===== src/sv/mtmu_pkg.sv =====
`timescale 1ns / 1ps
// ----------------------------------------------------------------------------
// mtmu_pkg
// Sizes, codes, request types and the tanh table builder.
// ----------------------------------------------------------------------------
package mtmu_pkg;

	localparam int N_INPUTS   = 21;
	localparam int N_HIDDEN   = 16;
	localparam int N_OUTPUTS  = 6;
	localparam int TANH_DEPTH = 1024;

	localparam int DW      = 24;
	localparam int AV_W    = 18;
	localparam int SLOT_W  = 9;
	localparam int REW_W   = 25;
	localparam int CFG_W   = 16;
	localparam int OIDX_W  = 6;

	localparam int W1_CNT  = N_INPUTS * N_HIDDEN;
	localparam int W2_BASE = W1_CNT;
	localparam int W2_CNT  = N_HIDDEN * N_OUTPUTS;
	localparam int B1_BASE = W2_BASE + W2_CNT;
	localparam int B2_BASE = B1_BASE + N_HIDDEN;
	localparam int W_TOTAL = B2_BASE + N_OUTPUTS;
	localparam int V_TOTAL = W1_CNT + W2_CNT;

	localparam int AW     = $clog2(W_TOTAL);
	localparam int VAW    = $clog2(V_TOTAL);
	localparam int IN_W   = (N_INPUTS > 1) ? $clog2(N_INPUTS) : 1;
	localparam int HID_W  = (N_HIDDEN > 1) ? $clog2(N_HIDDEN) : 1;
	localparam int OUT_W  = (N_OUTPUTS > 1) ? $clog2(N_OUTPUTS) : 1;
	localparam int TIW    = $clog2(TANH_DEPTH);
	localparam int SUM_W  = (IN_W > HID_W) ? IN_W : HID_W;
	localparam int ACC_W  = 2 * DW + 2 + SUM_W;

	localparam int ONE_Q16   = 65536;
	localparam int W_LIMIT   = 3276800;
	localparam int TENTH_Q16 = 6554;

	localparam int Q_DEPTH = 2;
	localparam int QPW     = 1;

	localparam int CFG_IW = 1;
	localparam logic [CFG_IW-1:0] CFG_LEARN_RATE = 1'b0;
	localparam logic [CFG_IW-1:0] CFG_MOMENTUM   = 1'b1;

	typedef enum logic [1:0] {
		OP_LOAD    = 2'd0,
		OP_FEATURE = 2'd1,
		OP_LEARN   = 2'd2
	} op_t;

	typedef enum logic [1:0] {
		CMD_LOAD,
		CMD_FEATURE,
		CMD_LEARN
	} cmd_t;

	typedef struct packed {
		cmd_t                     cmd;
		logic                     last;
		logic [SLOT_W-1:0]        slot;
		logic signed [DW-1:0]     value;
		logic signed [REW_W-1:0]  reward;
	} cmd_entry_t;

	typedef struct packed {
		logic clearing;
	} back_stat_t;

	// shift-subtract quotient, elaboration only
	function automatic longint unsigned udiv64(input longint unsigned num,
			input longint unsigned den);
		longint unsigned q, r;
		q = '0;
		r = '0;
		for (int b = 63; b >= 0; b--) begin
			r = {r[62:0], num[b]};
			if (r >= den) begin
				r = r - den;
				q[b] = 1'b1;
			end
		end
		return q;
	endfunction

	// round(65536*tanh(8k/DEPTH)) through e^-2x in Q30, elaboration only
	function automatic logic [16:0] tanh_entry(input int k);
		longint unsigned t, n, f, sum, term, e, num, den, i;
		t = ((64'd16 * 64'(k)) << 30) >> TIW;
		n = t >> 30;
		f = t & 64'h3FFF_FFFF;
		sum = 64'd1073741824;
		term = 64'd1073741824;
		for (i = 1; i < 40 && term != 0; i++) begin
			term = udiv64((term * f) >> 30, i);
			if (i[0])
				sum = sum - term;
			else
				sum = sum + term;
		end
		e = sum;
		for (i = 0; i < n; i++)
			e = (e * 64'd395007542) >> 30;
		num = (64'd1073741824 - e) << 16;
		den = 64'd1073741824 + e;
		return 17'(udiv64(num + (den >> 1), den));
	endfunction

endpackage


===== src/sv/mtmu_if.sv =====
`timescale 1ns / 1ps
// ----------------------------------------------------------------------------
// mtmu_item_if / mtmu_result_if
// Valid/ready channels for input requests and network results.
// ----------------------------------------------------------------------------
interface mtmu_item_if;
	logic                                    valid;
	logic                                    ready;
	logic [1:0]                              operation;
	logic [mtmu_pkg::SLOT_W-1:0]             slot;
	logic signed [mtmu_pkg::DW-1:0]          value;
	logic signed [mtmu_pkg::REW_W-1:0]       reward;

	modport source (output valid, operation, slot, value, reward, input ready);
	modport sink   (input valid, operation, slot, value, reward, output ready);
endinterface



===== src/sv/mtmu_front.sv =====
`timescale 1ns / 1ps
// ----------------------------------------------------------------------------
// mtmu_front
// Accepts requests, drops meaningless ones and queues the rest as commands.
// ----------------------------------------------------------------------------
module mtmu_front (
	mtmu_item_if.sink              in_ch,
	input  logic                   q_full,
	input  mtmu_pkg::back_stat_t   stat,
	output logic                   push,
	output mtmu_pkg::cmd_entry_t   entry
);
	import mtmu_pkg::*;

	logic keep;

	assign in_ch.ready = !q_full && !stat.clearing;

	always_comb begin
		keep         = 1'b0;
		entry.cmd    = CMD_LOAD;
		entry.last   = 1'b0;
		entry.slot   = in_ch.slot;
		entry.value  = in_ch.value;
		entry.reward = in_ch.reward;
		if (in_ch.operation == OP_LOAD) begin
			keep = 32'(in_ch.slot) < W_TOTAL;
		end else if (in_ch.operation == OP_FEATURE) begin
			keep       = 32'(in_ch.slot) < N_INPUTS;
			entry.cmd  = CMD_FEATURE;
			entry.last = 32'(in_ch.slot) == N_INPUTS - 1;
		end else if (in_ch.operation == OP_LEARN) begin
			keep      = 1'b1;
			entry.cmd = CMD_LEARN;
		end
	end

	assign push = in_ch.valid && in_ch.ready && keep;

endmodule


===== src/flat_wrapper.sv =====
// flat-port wrapper written by rule: the top's interface ports become plain ports
module mtmu_front_flat import mtmu_pkg::*;
  (q_full, stat, push, entry, in_ch_valid, in_ch_operation, in_ch_slot, in_ch_value, in_ch_reward, in_ch_ready);
  mtmu_item_if in_ch_i ();
  input  logic q_full;
  input  mtmu_pkg::back_stat_t stat;
  output logic push;
  output mtmu_pkg::cmd_entry_t entry;
  input wire logic [$bits(in_ch_i.valid)-1:0] in_ch_valid;
  input wire logic [$bits(in_ch_i.operation)-1:0] in_ch_operation;
  input wire logic [$bits(in_ch_i.slot)-1:0] in_ch_slot;
  input wire logic [$bits(in_ch_i.value)-1:0] in_ch_value;
  input wire logic [$bits(in_ch_i.reward)-1:0] in_ch_reward;
  output wire logic [$bits(in_ch_i.ready)-1:0] in_ch_ready;
  assign in_ch_i.valid = in_ch_valid;
  assign in_ch_i.operation = in_ch_operation;
  assign in_ch_i.slot = in_ch_slot;
  assign in_ch_i.value = in_ch_value;
  assign in_ch_i.reward = in_ch_reward;
  assign in_ch_ready = in_ch_i.ready;
  mtmu_front u_core (.in_ch(in_ch_i), .q_full(q_full), .stat(stat), .push(push), .entry(entry));
endmodule

===== config.mk =====
export PLATFORM = sky130hd
export DESIGN_NAME = mtmu_front_flat
export DESIGN_NICKNAME = d
export VERILOG_FILES = /design/src/sv/mtmu_pkg.sv /design/src/sv/mtmu_if.sv /design/src/sv/mtmu_front.sv /design/src/flat_wrapper.sv
export SDC_FILE = /design/constraint.sdc
export NUM_CORES = 1
export LEC_CHECK = 0
export BUFFER_PORTS_ARGS = -buffer_cell sky130_fd_sc_hd__buf_4
export CAP_MARGIN = 10
export CORE_MARGIN = 2
export CORE_UTILIZATION = 21
export DETAILED_ROUTE_END_ITERATION = 8
export GPL_ROUTABILITY_DRIVEN = 0
export PLACE_DENSITY = 0.78
export SETUP_SLACK_MARGIN = 0.1
export SLEW_MARGIN = 20
export SYNTH_ARGS = -nofsm -noshare
export SYNTH_HDL_FRONTEND = slang
export SYNTH_SLANG_ARGS = --single-unit

===== constraint.sdc =====
create_clock -name vclk -period 1.15
set_input_delay 0.23 -clock vclk [all_inputs]
set_output_delay 0.23 -clock vclk [all_outputs]
set_load 0.01 [all_outputs]

# Word-level counts from Yosys, hierarchy flattened
# Cells that the tools add are included.
# Widths: inputs -> output; s select.
# word_totals
ram_bits	0
latchBits	0
out_inout_bits	63
romBits	0
mem_count	0
input_bits	63
reg_bits	0
# classes
bitwise_logic	0
order_cmp	2
n_shift	0
multipliers	0
add_sub_neg	0
n_reduce_logical	6
mux	7
eq_ne	3
n_div	0
# ops
operator	count
$eq 9x5->1 const B	1
$lt 9x5->1 const B	1
$lt 9x9->1 const B	1
$mux 1	4
$mux 2	2
$logic_and 1x1->1	3
$mux 3	1
$eq 2x1->1 const B	1
$eq 2x2->1 const B	1
$logic_not 1->1	2
$logic_not 2->1	1

# Logic depth before layout (Yosys ltp)
# depth
ltp_word	5
ltp_mapped	4

# Worst setup path after synthesis
# OpenSTA, ideal clock, no wires.
# synth_timing
path_kind	input-to-output
start	input in_ch_slot[5]
end	output entry[58] (netlist bit)
arrival_time_ns	1.019
n_path_buf	0
t_required_ns	0.920
stages	3
setup_slack_ns	-0.099
path_cell_list	nor4_1 > nand2_1 > nor4_1
# synth_lines
element	line_no	text
start, declared	flat_wrapper.sv:11	input wire logic [$bits(in_ch_i.slot)-1:0] in_ch_slot;
end, declared	flat_wrapper.sv:8	output mtmu_pkg::cmd_entry_t entry;

# Worst setup path in the final report
# layout_timing
start	input in_ch_slot[1]
end	output push
# layout_between
elab_chain_len	4
word_cells_on_any_way	5
# layout_lines
element	line_no	text
$lt 9x5->1	mtmu_front.sv:29	keep = 32'(in_ch.slot) < N_INPUTS;
$mux 1	mtmu_front.sv:28	end else if (in_ch.operation == OP_FEATURE) begin
$mux 1 (*)	mtmu_front.sv:26	if (in_ch.operation == OP_LOAD) begin
$logic_and 1x1->1 (*)	mtmu_front.sv:38	assign push = in_ch.valid && in_ch.ready && keep;
end, declared	flat_wrapper.sv:7	output logic push;
# Every way passes the cells marked *; elsewhere a longest branch is shown, timed or not.

==> results.sh <==
export IMPL_status="finished, violations left"
export IMPL_violations="setup timing"
export IMPL_cp_data_required_time_ns=0.92
export IMPL_ys_seq_area_share_pct=0
export IMPL_cpMostUsedCell="a21o_1"
export IMPL_antenna_cells=0
export IMPL_clockBufferCount=0
export IMPL_synth_area_leaders="buf_4 83%, a21o_1 2.9%, nor2b_1 2.4%"
export IMPL_drt_iter0_markers=0
export IMPL_core_um2=2410
export IMPL_drv_slew=0
export IMPL_nets=116
export IMPL_start_kind="input port"
export IMPL_tightest_slew_ns=0.3073
export IMPL_grt_pass1_wl_um=1393
export IMPL_power_frac_comb_pct=100.0
export IMPL_cp_max_fo=3
export IMPL_rsz0062_at_grt="yes"
export IMPL_utilization_pct=18.95
export IMPL_drv_cap=0
export IMPL_layout_drive_gt1_share_pct=82.35
export IMPL_syn_inst=72
export IMPL_worstHoldPathCells=0
export IMPL_hold_viol_final=0
export IMPL_yosysUniqueCellTypes=11
export IMPL_syn_area_per_cell_um2=7.281
export IMPL_hp_class="in -> out"
export IMPL_routedWlPerCell_um=15.02
export IMPL_die_area_um2=2912
export IMPL_p_leak_nw=0.2129
export IMPL_fin_crit_ns=1.357
export IMPL_synth_top_area_cell="buf_4"
export IMPL_ant_nets=0
export IMPL_cp_arrival_ns=1.13
export IMPL_antenna_found_initial=0
export IMPL_first_pass_iters=1
export IMPL_hpwl_um=1027
export IMPL_cp_slowest_cell="or2_4"
export IMPL_hold_worst_slack_ns=0.4600
export IMPL_power_w=0.0001528
export IMPL_nFillCells=272
export IMPL_fp_dieW_um=53.97
export IMPL_intPower_w=0.00009386
export IMPL_postPlaceCellArea_um2=414.1
export IMPL_vias=337
export IMPL_holdPathEnd="entry[28]"
export IMPL_ioPinCount=126
export IMPL_period_share_pct=118.0
export IMPL_grt_max_degree=5
export IMPL_clkPwrFrac_pct=0
export IMPL_min_delay_start="in_ch_value[3]"
export IMPL_layout_area_seq_um2=0
export IMPL_core_rowCount=18
export IMPL_end_kind="output port"
export IMPL_io_buffers=28
export IMPL_synth_most_common_cell="buf_4"
export IMPL_overflow=0
export IMPL_syn_nets=135
export IMPL_crit_type="in -> out"
export IMPL_synth_top_cells_by_count="58 x buf_4, 2 x a21o_1, 2 x nand2_1, 2 x nor2b_1, 2 x nor4_1"
export IMPL_grt_pass1_vias=285
export IMPL_grt_total_usage_pct=6.644
export IMPL_drc=0
export IMPL_start_util_pct=21.75
export IMPL_relSlewSlack_pct=79.19
export IMPL_ir_worst_vdd_mv=0.09256
export IMPL_seq_cell_count=0
export IMPL_syn_to_final_growth_pct=-12.89
export IMPL_die_height_um=53.97
export IMPL_synthesis_area_um2=524.3
export IMPL_power_density_nw_per_um2=334.6
export IMPL_fin_area_um2=456.7
export IMPL_max_freq_ghz=0.7368
export IMPL_yosys_area_top_type_share_pct=83.05
export IMPL_swShare_pct=38.58
export IMPL_via_per_inst=4.160
export IMPL_fin_tns_setup_ns=-0.3635
export IMPL_seqPwrFrac_pct=0
export IMPL_worst_slack_ns=-0.2073
export IMPL_setup_viol_count_final=2
export IMPL_slowest_delay_ns=0.24
export IMPL_switching_power_w=0.00005895
export IMPL_ys_warn_count=0
export IMPL_crit_chain="buf_6, or2_4, a21o_1, a21o_1, a21oi_2, buf_4"
export IMPL_finalWirelength_um=1217
export IMPL_post_cts_buffers=0
## cell families after synthesis
logic type	after synthesis	share of synthesized area [%]
buf+inv	58	83.06
compound gates	5	7.159
simple gates	9	9.785
## routing by layer
| metal | track usage, % | vias up | share of wire, % |
|---|---|---|---|
| met2 | 14.84 | 48 | 48 |
| met1 | 2.614 | 140 | 20 |
| met4 | 5.556 | 0 | 6.4 |
| met3 | 3.889 | 18 | 25 |
| li1 | - | 131 | - |
| met5 | 0 | - | 0 |
## power by group through the flow
| stage | Combinational (W) | Clock (W) | Sequential (W) |
|---|---|---|---|
| after detailed placement | 0.000137 | 0 | 0 |
| after global placement | 0.000133 | 0 | 0 |
| after global routing | 0.000164 | 0 | 0 |
| after floorplan | 0.000225 | 0 | 0 |
| after CTS | 0.000150 | 0 | 0 |
| final | 0.000153 | 0 | 0 |
## how the worst max path moves through the flow
stage,start,end,cells past startpoint
6_report,in_ch_slot[1],push,6
5_1_grt,in_ch_slot[8],push,6
4_1_cts,in_ch_slot[1],push,6
3_5_place_dp,in_ch_operation[0],push,5
3_3_place_gp,in_ch_slot[5],push,6
2_1_floorplan,in_ch_operation[0],entry[58],3
## final cells by class
type                       instances  area [µm²]  share of cell area [%]
timing repair buffer              37       296.5                   64.93
multi-input combinational         14       122.6                   26.85
tap                               30       37.54                   8.219
## critical path: cells and delay by family
kind            cells  cell delay (ns)
compound gates      3             0.43
buf+inv             2             0.23
simple gates        1             0.24
## metrics by stage
step                      cells  worst slack, ns
after floorplan              72         -0.01332
after global placement       81          -0.2269
after detailed placement     81          -0.2883
after CTS                    81          -0.2000
after global routing         81          -0.2674
final                        81          -0.2073
## placed cells by master (no fill, tap or decap), drive strengths merged
cell type,n
a2111oi,1
a21o,2
a21oi,1
buf,37
nand2,2
nand4b,1
nor2,1
nor2b,2
nor4,2
o311ai,1
or2,1
## repair_timing
item | in CTS | in global routing
hold buffers | 0 | 0
pin swaps | 3 | 1
resized for setup | 9 | 2
setup endpoints to repair | 2 | 2
(Power assumes the default switching activity.)
