File: src/sv/mtmu_pkg.sv
`timescale 1ns / 1ps
// ----------------------------------------------------------------------------
// mtmu_pkg
// Sizes, codes, request types and the tanh table builder.
// ----------------------------------------------------------------------------
package mtmu_pkg;

	localparam int N_INPUTS   = 21;
	localparam int N_HIDDEN   = 16;
	localparam int N_OUTPUTS  = 6;
	localparam int TANH_DEPTH = 1024;

	localparam int DW      = 24;
	localparam int AV_W    = 18;
	localparam int SLOT_W  = 9;
	localparam int REW_W   = 25;
	localparam int CFG_W   = 16;
	localparam int OIDX_W  = 6;

	localparam int W1_CNT  = N_INPUTS * N_HIDDEN;
	localparam int W2_BASE = W1_CNT;
	localparam int W2_CNT  = N_HIDDEN * N_OUTPUTS;
	localparam int B1_BASE = W2_BASE + W2_CNT;
	localparam int B2_BASE = B1_BASE + N_HIDDEN;
	localparam int W_TOTAL = B2_BASE + N_OUTPUTS;
	localparam int V_TOTAL = W1_CNT + W2_CNT;

	localparam int AW     = $clog2(W_TOTAL);
	localparam int VAW    = $clog2(V_TOTAL);
	localparam int IN_W   = (N_INPUTS > 1) ? $clog2(N_INPUTS) : 1;
	localparam int HID_W  = (N_HIDDEN > 1) ? $clog2(N_HIDDEN) : 1;
	localparam int OUT_W  = (N_OUTPUTS > 1) ? $clog2(N_OUTPUTS) : 1;
	localparam int TIW    = $clog2(TANH_DEPTH);
	localparam int SUM_W  = (IN_W > HID_W) ? IN_W : HID_W;
	localparam int ACC_W  = 2 * DW + 2 + SUM_W;

	localparam int ONE_Q16   = 65536;
	localparam int W_LIMIT   = 3276800;
	localparam int TENTH_Q16 = 6554;

	localparam int Q_DEPTH = 2;
	localparam int QPW     = 1;

	localparam int CFG_IW = 1;
	localparam logic [CFG_IW-1:0] CFG_LEARN_RATE = 1'b0;
	localparam logic [CFG_IW-1:0] CFG_MOMENTUM   = 1'b1;

	typedef enum logic [1:0] {
		OP_LOAD    = 2'd0,
		OP_FEATURE = 2'd1,
		OP_LEARN   = 2'd2
	} op_t;

	typedef enum logic [1:0] {
		CMD_LOAD,
		CMD_FEATURE,
		CMD_LEARN
	} cmd_t;

	typedef struct packed {
		cmd_t                     cmd;
		logic                     last;
		logic [SLOT_W-1:0]        slot;
		logic signed [DW-1:0]     value;
		logic signed [REW_W-1:0]  reward;
	} cmd_entry_t;

	typedef struct packed {
		logic clearing;
	} back_stat_t;

	// shift-subtract quotient, elaboration only
	function automatic longint unsigned udiv64(input longint unsigned num,
			input longint unsigned den);
		longint unsigned q, r;
		q = '0;
		r = '0;
		for (int b = 63; b >= 0; b--) begin
			r = {r[62:0], num[b]};
			if (r >= den) begin
				r = r - den;
				q[b] = 1'b1;
			end
		end
		return q;
	endfunction

	// round(65536*tanh(8k/DEPTH)) through e^-2x in Q30, elaboration only
	function automatic logic [16:0] tanh_entry(input int k);
		longint unsigned t, n, f, sum, term, e, num, den, i;
		t = ((64'd16 * 64'(k)) << 30) >> TIW;
		n = t >> 30;
		f = t & 64'h3FFF_FFFF;
		sum = 64'd1073741824;
		term = 64'd1073741824;
		for (i = 1; i < 40 && term != 0; i++) begin
			term = udiv64((term * f) >> 30, i);
			if (i[0])
				sum = sum - term;
			else
				sum = sum + term;
		end
		e = sum;
		for (i = 0; i < n; i++)
			e = (e * 64'd395007542) >> 30;
		num = (64'd1073741824 - e) << 16;
		den = 64'd1073741824 + e;
		return 17'(udiv64(num + (den >> 1), den));
	endfunction

endpackage

File: src/sv/mtmu_queue.sv
`timescale 1ns / 1ps
// ----------------------------------------------------------------------------
// mtmu_queue
// Two-entry command queue between front and back.
// ----------------------------------------------------------------------------
module mtmu_queue (
	input  logic                   clk,
	input  logic                   arst_n,
	input  logic                   push,
	input  mtmu_pkg::cmd_entry_t   push_entry,
	input  logic                   pop,
	output mtmu_pkg::cmd_entry_t   head,
	output logic                   empty,
	output logic                   full
);
	import mtmu_pkg::*;

	cmd_entry_t     mem_q [Q_DEPTH];
	logic [QPW-1:0] wr_q;
	logic [QPW-1:0] rd_q;
	logic [QPW:0]   cnt_q;

	assign empty = cnt_q == '0;
	assign full  = cnt_q == (QPW+1)'(Q_DEPTH);
	assign head  = mem_q[rd_q];

	always_ff @(posedge clk or negedge arst_n) begin
		if (!arst_n) begin
			wr_q  <= '0;
			rd_q  <= '0;
			cnt_q <= '0;
		end else begin
			if (push)
				wr_q <= wr_q + 1'b1;
			if (pop)
				rd_q <= rd_q + 1'b1;
			if (push && !pop)
				cnt_q <= cnt_q + 1'b1;
			else if (pop && !push)
				cnt_q <= cnt_q - 1'b1;
		end
	end

	always_ff @(posedge clk) begin
		if (push)
			mem_q[wr_q] <= push_entry;
	end

endmodule

File: config.mk
export PLATFORM = sky130hd
export DESIGN_NAME = mtmu_queue
export DESIGN_NICKNAME = d
export VERILOG_FILES = /design/src/sv/mtmu_pkg.sv /design/src/sv/mtmu_queue.sv
export SDC_FILE = /design/constraint.sdc
export NUM_CORES = 1
export LEC_CHECK = 0
export BUFFER_PORTS_ARGS = -buffer_cell sky130_fd_sc_hd__clkbuf_2
export CAP_MARGIN = 20
export CORE_ASPECT_RATIO = 0.75
export CORE_MARGIN = 4
export CORE_UTILIZATION = 45
export CTS_CLUSTER_DIAMETER = 100
export DETAILED_ROUTE_END_ITERATION = 10
export PLACE_DENSITY_LB_ADDON = 0.05
export SYNTH_ARGS = -nofsm -noshare
export SYNTH_HDL_FRONTEND = slang
export SYNTH_SLANG_ARGS = --single-unit
File: constraint.sdc
create_clock -name clk -period 3.77 [get_ports clk]
set_input_delay 0.377 -clock clk [delete_from_list [all_inputs] [get_ports clk]]
set_output_delay 0.377 -clock clk [all_outputs]
set_load 0.01 [all_outputs]
* After elaboration in Yosys (flattened, before gate mapping)
Memory sizes are Yosys's and may differ from the RTL's.
Cells that the tools add are included.
W data, S select, Z words.
** Storage, ports and cells
- Register bits :: 4
- RAM bits :: 122
- Output and inout bits :: 63
- Word-level logic and storage cells :: 19
- Memories kept :: 1
** Cells by class
- Add/subtract/negate cells :: 4
- Equality and inequality tests :: 1
- Multiplexer cells :: 4
- Reductions and logical operators :: 6
** Memory list
- mem_q :: depth 2, bits a word 61, rd ports 1, clocked after memory_dff 0, wr ports 1, RTL line mtmu_queue.sv:18 : cmd_entry_t mem_q [Q_DEPTH];
** Operators by type and width (number)
- $mux W2 :: 2
- $add A1 B1 Y1 const B :: 2
- $add A2 B1 Y2 const B :: 1
- $eq A2 B2 Y1 const B :: 1
- $logic_and A1 B1 Y1 :: 2
- $logic_not A1 Y1 :: 2
- $logic_not A2 Y1 :: 1
- $mux W1 :: 2
- $reduce_bool A2 Y1 :: 1
- $sub A2 B1 Y2 const B :: 1

* Logic depth before layout (Yosys ltp)
Gate-level depths: netlist of the first run.
- Depth after elaboration :: 4
- Depth in mapped cells :: 5

* Worst setup path after synthesis of the first run
No wires, ideal clock.
- Kind :: reg2reg
- From :: register wr_q
- To :: memory mem_q[0][0] (netlist bit), enable pin
- Setup time :: 0.487 ns
- Data arrival time :: 3.115 ns
- Data required time :: 3.283 ns
- Path slack :: 0.167 ns
- Stages on the path, launching flop included :: 2
- Path buffers :: 0
- Clock period less this slack :: 3.603 ns
- Cell sequence :: dfrtp_1 -> nor2b_1
** RTL lines
- from (decl) :: RTL line mtmu_queue.sv:19 : logic [QPW-1:0] wr_q;
- from (signal assigned) :: RTL line mtmu_queue.sv:34 : wr_q <= wr_q + 1'b1;
- to (decl) :: RTL line mtmu_queue.sv:18
No word-level cell before the write port.

==> results.tsv, run 1 <==
metric	value	unit
status	finished, final reports clean	
Storage cell area	3770	um2
Max-Cap Viols	0	
post-route minimum period	2.58	ns
Design Power	4950	uW
number of port buffers	127	
GRT busiest layer	met2	
GPL Wtd Cong	0.698	
largest net degree at the start of global routing	42	
R2R depth	2	
worst vdd rail ir drop	0.000413	V
Root Buffer	clkbuf_16	
maximum clock path buffer count	2	
Clock Sink Count	126	
Fin. Hold Viols	0	
Tightest Pin Transition	0.819	ns
Max Clock Freq	387	MHz
post-DP HPWL	5440	um
Yosys top cell area share	74.9	%
Clock Skews	0.00736	ns
drc violations	0	
first-pass GRT wire length	13000	um
vias in the first global route	2443	
largest cells by area after synthesis	edfxtp_1 75%, mux2_4 18%, buf_12 2.5%	
routed len/inst	16.6	um
syn_nets	272	
r2r endpoint	mem_q[1][53]	
pwr dens	797	nW/um2
most frequent cells in the layout	127 x clkbuf_2, 122 x edfxtp_1, 59 x mux2_4, 17 x clkbuf_16, 5 x clkinvlp_4	
fin nets	417	
critical path launch point type	flip-flop	
mean area per synthesized cell	23.7	um2
Core Util, Final	59.5	%
CP Class	flip-flop to output port	
post-synthesis sequential area ratio	77.0	%
Post-DP Area	5630	um2
n_diodes	0	
synth unique cells	13	
Static Leakage	0.00256	uW
die width	128	um
DR vias	2327	
Post-DRT Antenna Nets	0	
GRT Overall Usage	14.0	%
CTS tree	built	
Die ar.	12600	um2
# H-tree levels	4	
CP endpoint kind	output port	
post-synthesis cell count	206	
Starting Density	46.8	%
Setup crit start	rd_q	
Die Height	98.3	um
# setup viols final	0	
I/O pins	128	
RSZ-0062 raised after global routing	no	
met2 Use GR	21.3	%
post-route cell area	6220	um2
fin crit share	68.5	%
vias per cell	4.66	
Mapped Area	4890	um2
worst endpoint data arrival time	2.20	ns
Yosys top cell by area	edfxtp_1	
fin. max-slew vios	0	
Seq cells post-synth	126	
Worst setup endpoint	head[38]	
GRT overflow	0	
setup TNS	0	ns
most common cell after layout, fill and taps aside	clkbuf_2	
Rel. slew slack	45.3	%
layout cell share with drive strength beyond 1	61.7	%
Post-Route WL	8280	um
Clk Latency, worst-skew pair	0.40	ns
TritonCTS buffer count	17	
Ys Warns	0	
FILL cells	788	
met1 track demand over resource	16.9	%
1st-iter DRT viols	142	
clock transition at the register clock pins on the worst setup and hold paths after CTS	0.06	ns
Worst R2R Setup Slack	1.83	ns
Critical Path RT	3.39	ns
row count	32	
Multi-input gate area	1000	um2
crit path max fanout	41	
hold crit path type	input port to flip-flop	
M3 GR Usage	6.78	%
drt pass-1 iters	4	
initial antenna violation count	0	
worst r2r src	wr_q	
Area growth syn-to-layout	27.1	%
core region area	10500	um2
## stage by stage
stage / worst slack, ns / cells / hold slack [ns]
after floorplan: 0.167 / 206 / 0.0814
after global placement: 1.60 / 467 / 0.188
after detailed placement: 1.59 / 467 / 0.189
after CTS: 1.14 / 499 / 0.141
after global routing: 1.09 / 499 / 0.142
final: 1.19 / 499 / 0.162
## power by group
group | internal [uW] | total (uW) | switching, uW | leakage, uW
Combinational | 727 | 1310 | 583 | 0.00110
Sequential | 1860 | 2060 | 197 | 0.00119
Clock | 1030 | 1580 | 553 | 0.000268
## synth_stat cells
cell and number:
buf_6 1, ha_1 1, buf_12 6, nor2_1 2
mux2_4 59, xor2_1 4, xnor2_1 1, dfrtp_1 4
mux2_2 2, and2_1 1, inv_1 1, edfxtp_1 122
nor2b_1 2
## cell type report
type	instances	area share, %
Timing Repair Buffer	133	11.2
Clock buffer	19	6.96
Tap cell	136	2.74
Multi-Input combinational cell	72	16.1
Clock inverter	12	2.36
Inverter	1	0.0604
Sequential cell	126	60.6
## repair_timing
item | 4_1_cts | 5_1_grt
buffers inserted | 0 | 0
gates resized for setup | 0 | 0
endpoints found under the setup margin | 0 | 0
hold buffers | 1 | 0
hold endpoints to repair | 4 | 0
## sequential cells by signal, summed over array words and instances (netlist names)
name   cells
wr_q       1
cnt_q      2
mem_q    122
rd_q       1
## critical path, stage by stage (launching register included)
cell      delay (ns)
dfrtp_4         0.95
buf_4           0.38
mux2_4          0.33
clkbuf_2        0.13
## metal layers
metal,vias to the layer above,routed length (um)
li1,1099,-
met3,6,730
met5,-,0
met4,0,78
met2,79,3830
met1,1143,3640
## worst min path at each step
stage,cells past startpoint,from,to,slack [ns]
6_report,1,push_entry[7],mem_q[1][7],0.16
5_1_grt,1,push_entry[36],mem_q[0][36],0.14
4_1_cts,1,push_entry[27],mem_q[1][27],0.14
3_5_place_dp,1,arst_n,cnt_q[1],0.19
3_3_place_gp,1,arst_n,cnt_q[1],0.19
2_1_floorplan,0,arst_n,cnt_q[0],0.08
## cells by family (layout without fill, tap and decap cells)
family / Yosys count / count (layout) / synth area share (%)
flip-flops: 126 / 126 / 77.0
multiplexers: 61 / 61 / 18.6
buffers and inverters: 8 / 165 / 2.76
XOR/XNOR: 5 / 5 / 0.896
AND/OR/NAND/NOR: 5 / 5 / 0.537
adder cells (fa/ha/maj): 1 / 1 / 0.256
(Power assumes the default switching activity.)
==> run 2, diff against run 1 <==
==> constraint.sdc (replaced) <==
create_clock -name clk -period 2.45 [get_ports clk]
set_input_delay 0.245 -clock clk [delete_from_list [all_inputs] [get_ports clk]]
set_output_delay 0.245 -clock clk [all_outputs]
set_load 0.01 [all_outputs]
==> run 2 against run 1 <==
Net effect: highest routed layer unchanged; flip-flop and latch count unchanged; largest cell class unchanged; critical path depth unchanged; largest power group unchanged; sequential power up 52%; worst setup slack worse by 0.98 ns; worst hold slack worse by 0.14 ns; via count up 1.4%; sequential share of layout area down 0.16 points.
==> results.tsv, run 2 (synthesis results as in run 1) <==
metric	value	unit	change
row count	32		unchanged
GPL Wtd Cong	0.662		-5.1%
Critical Path RT	2.20	ns	-1.19 ns
CP Class	flip-flop to output port		
Root Buffer	clkbuf_16		
routed len/inst	16.7	um	+0.65%
largest net degree at the start of global routing	33		-21%
crit path max fanout	32		-22%
core region area	10500	um2	unchanged
first-pass GRT wire length	13300	um	+1.9%
pwr dens	1220	nW/um2	+53%
Tightest Pin Transition	0.627	ns	-0.192 ns
GRT overflow	0		unchanged
# H-tree levels	4		unchanged
critical path launch point type	flip-flop		
drt pass-1 iters	4		unchanged
Post-DRT Antenna Nets	0		unchanged
most frequent cells in the layout	127 x clkbuf_2, 122 x edfxtp_1, 59 x mux2_4, 17 x clkbuf_16, 7 x buf_4		
min-delay src	push_entry[34]		
R2R depth	2		unchanged
Static Leakage	0.00258	uW	+0.68%
fin. max-slew vios	0		unchanged
Worst setup endpoint	head[57]		
fin nets	420		+0.72%
TritonCTS buffer count	17		unchanged
Setup crit start	rd_q		
Post-Route WL	8400	um	+1.5%
n_diodes	0		unchanged
setup TNS	0	ns	unchanged
GRT Overall Usage	14.1	%	+0.15 points
Max-Cap Viols	0		unchanged
number of port buffers	127		unchanged
CP endpoint kind	output port		
CTS tree	built		
Worst R2R Setup Slack	1.12	ns	-0.71 ns
Starting Density	46.8	%	unchanged
maximum clock path buffer count	2		unchanged
Max Clock Freq	446	MHz	
Die Height	98.3	um	unchanged
die width	128	um	unchanged
drc violations	0		unchanged
Rel. slew slack	58.2	%	+13 points
initial antenna violation count	0		unchanged
1st-iter DRT viols	125		-12%
Fin. Hold Viols	0		unchanged
layout cell share with drive strength beyond 1	62.4	%	+0.69 points
max reg flops	122		unchanged
Clock Skews	0.00620	ns	-0.00116 ns
RSZ-0062 raised after global routing	no		
r2r endpoint	mem_q[1][43]		
worst vdd rail ir drop	0.000691	V	+67%
hold crit path type	input port to flip-flop		
Largest Register	mem_q		
Clock Sink Count	126		unchanged
worst r2r src	wr_q		
fin crit share	91.5	%	
Clk Latency, worst-skew pair	0.41	ns	about the same
vias per cell	4.69		+0.57%
Top Registers	mem_q: 122 flops, cnt_q: 2 flops		
clock transition at the register clock pins on the worst setup and hold paths after CTS	0.06	ns	about the same
status	finished, final reports clean		
Die ar.	12600	um2	unchanged
post-DP HPWL	5580	um	+2.6%
vias in the first global route	2571		+5.2%
DR vias	2359		+1.4%
most common cell after layout, fill and taps aside	clkbuf_2		
I/O pins	128		unchanged
# setup viols final	0		unchanged
Core Util, Final	59.6	%	+0.16 points
FILL cells	787		-0.13%
post-route minimum period	2.24	ns	
worst endpoint data arrival time	2.00	ns	-0.20 ns
Area growth syn-to-layout	27.5	%	
-- run 2: changes by cell type in the layout (fill, tap and decap cells not counted), sizes merged --
cell,previous run,this run
bufinv,3,2
clkbuf,146,144
buf,5,8
inv,1,2
clkinv,4,8
clkinvlp,5,4
-- run 2: how the worst min path moves through the flow --
| stage | endpoint | cells after the start |
|---|---|---|
| 2_1_floorplan | cnt_q[0] | 0 |
| 3_3_place_gp | cnt_q[1] | 1 |
| 3_5_place_dp | cnt_q[1] | 1 |
| 4_1_cts | mem_q[0][34] | 1 |
| 5_1_grt | mem_q[1][36] | 1 |
| 6_report | mem_q[0][34] | 1 |
-- run 2: layer usage --
metal,track usage (%),wire length (um),up-vias
li1,-,-,1109
met1,16.5,3410,1156
met2,21.3,3960,83
met3,8.31,921,11
met4,5.63,112,0
met5,0,0,-
-- run 2: where the power goes --
| group | total, uW | switching, uW | internal, uW |
|---|---|---|---|
| Clock | 2380 | 895 | 1490 |
| Combinational | 2100 | 956 | 1150 |
| Sequential | 3130 | 263 | 2870 |
-- run 2: cell type report --
| cell class | instances | area [um2] | area share [%] |
|---|---|---|---|
| sequential | 126 | 3770 | 60.4 |
| multi-input combinational | 72 | 1000 | 16.0 |
| timing repair buffer | 136 | 718 | 11.5 |
| clock buffer | 17 | 425 | 6.83 |
| tap | 136 | 170 | 2.73 |
| clock inverter | 15 | 148 | 2.37 |
| inverter | 1 | 3.75 | 0.0602 |
-- run 2: timing repair --
| item | in CTS | in global routing |
|---|---|---|
| hold buffers | 1 | 0 |
| setup buffers | 0 | 0 |
| endpoints found under the hold margin | 4 | 0 |
| gates resized for setup | 0 | 0 |
-- run 2: worst max-delay path, cell delays in order, from the launching register on --
cell	delay, ns
dfrtp_4	0.82
buf_4	0.30
mux2_4	0.31
clkbuf_2	0.13
-- run 2: per-stage QoR --
step | setup WS [ns] | instance area [um2] | hold WS (ns) | power [uW] | cells
2_1_floorplan | 0.0264 | 4890 | -0.0506 | 4720 | 206
3_3_place_gp | 0.634 | 5650 | 0.0582 | 5310 | 470
3_5_place_dp | 0.606 | 5650 | 0.0563 | 5330 | 470
4_1_cts | 0.163 | 6230 | 0.00580 | 7730 | 503
5_1_grt | 0.111 | 6230 | 0.00594 | 7990 | 503
6_report | 0.209 | 6230 | 0.0220 | 7620 | 503
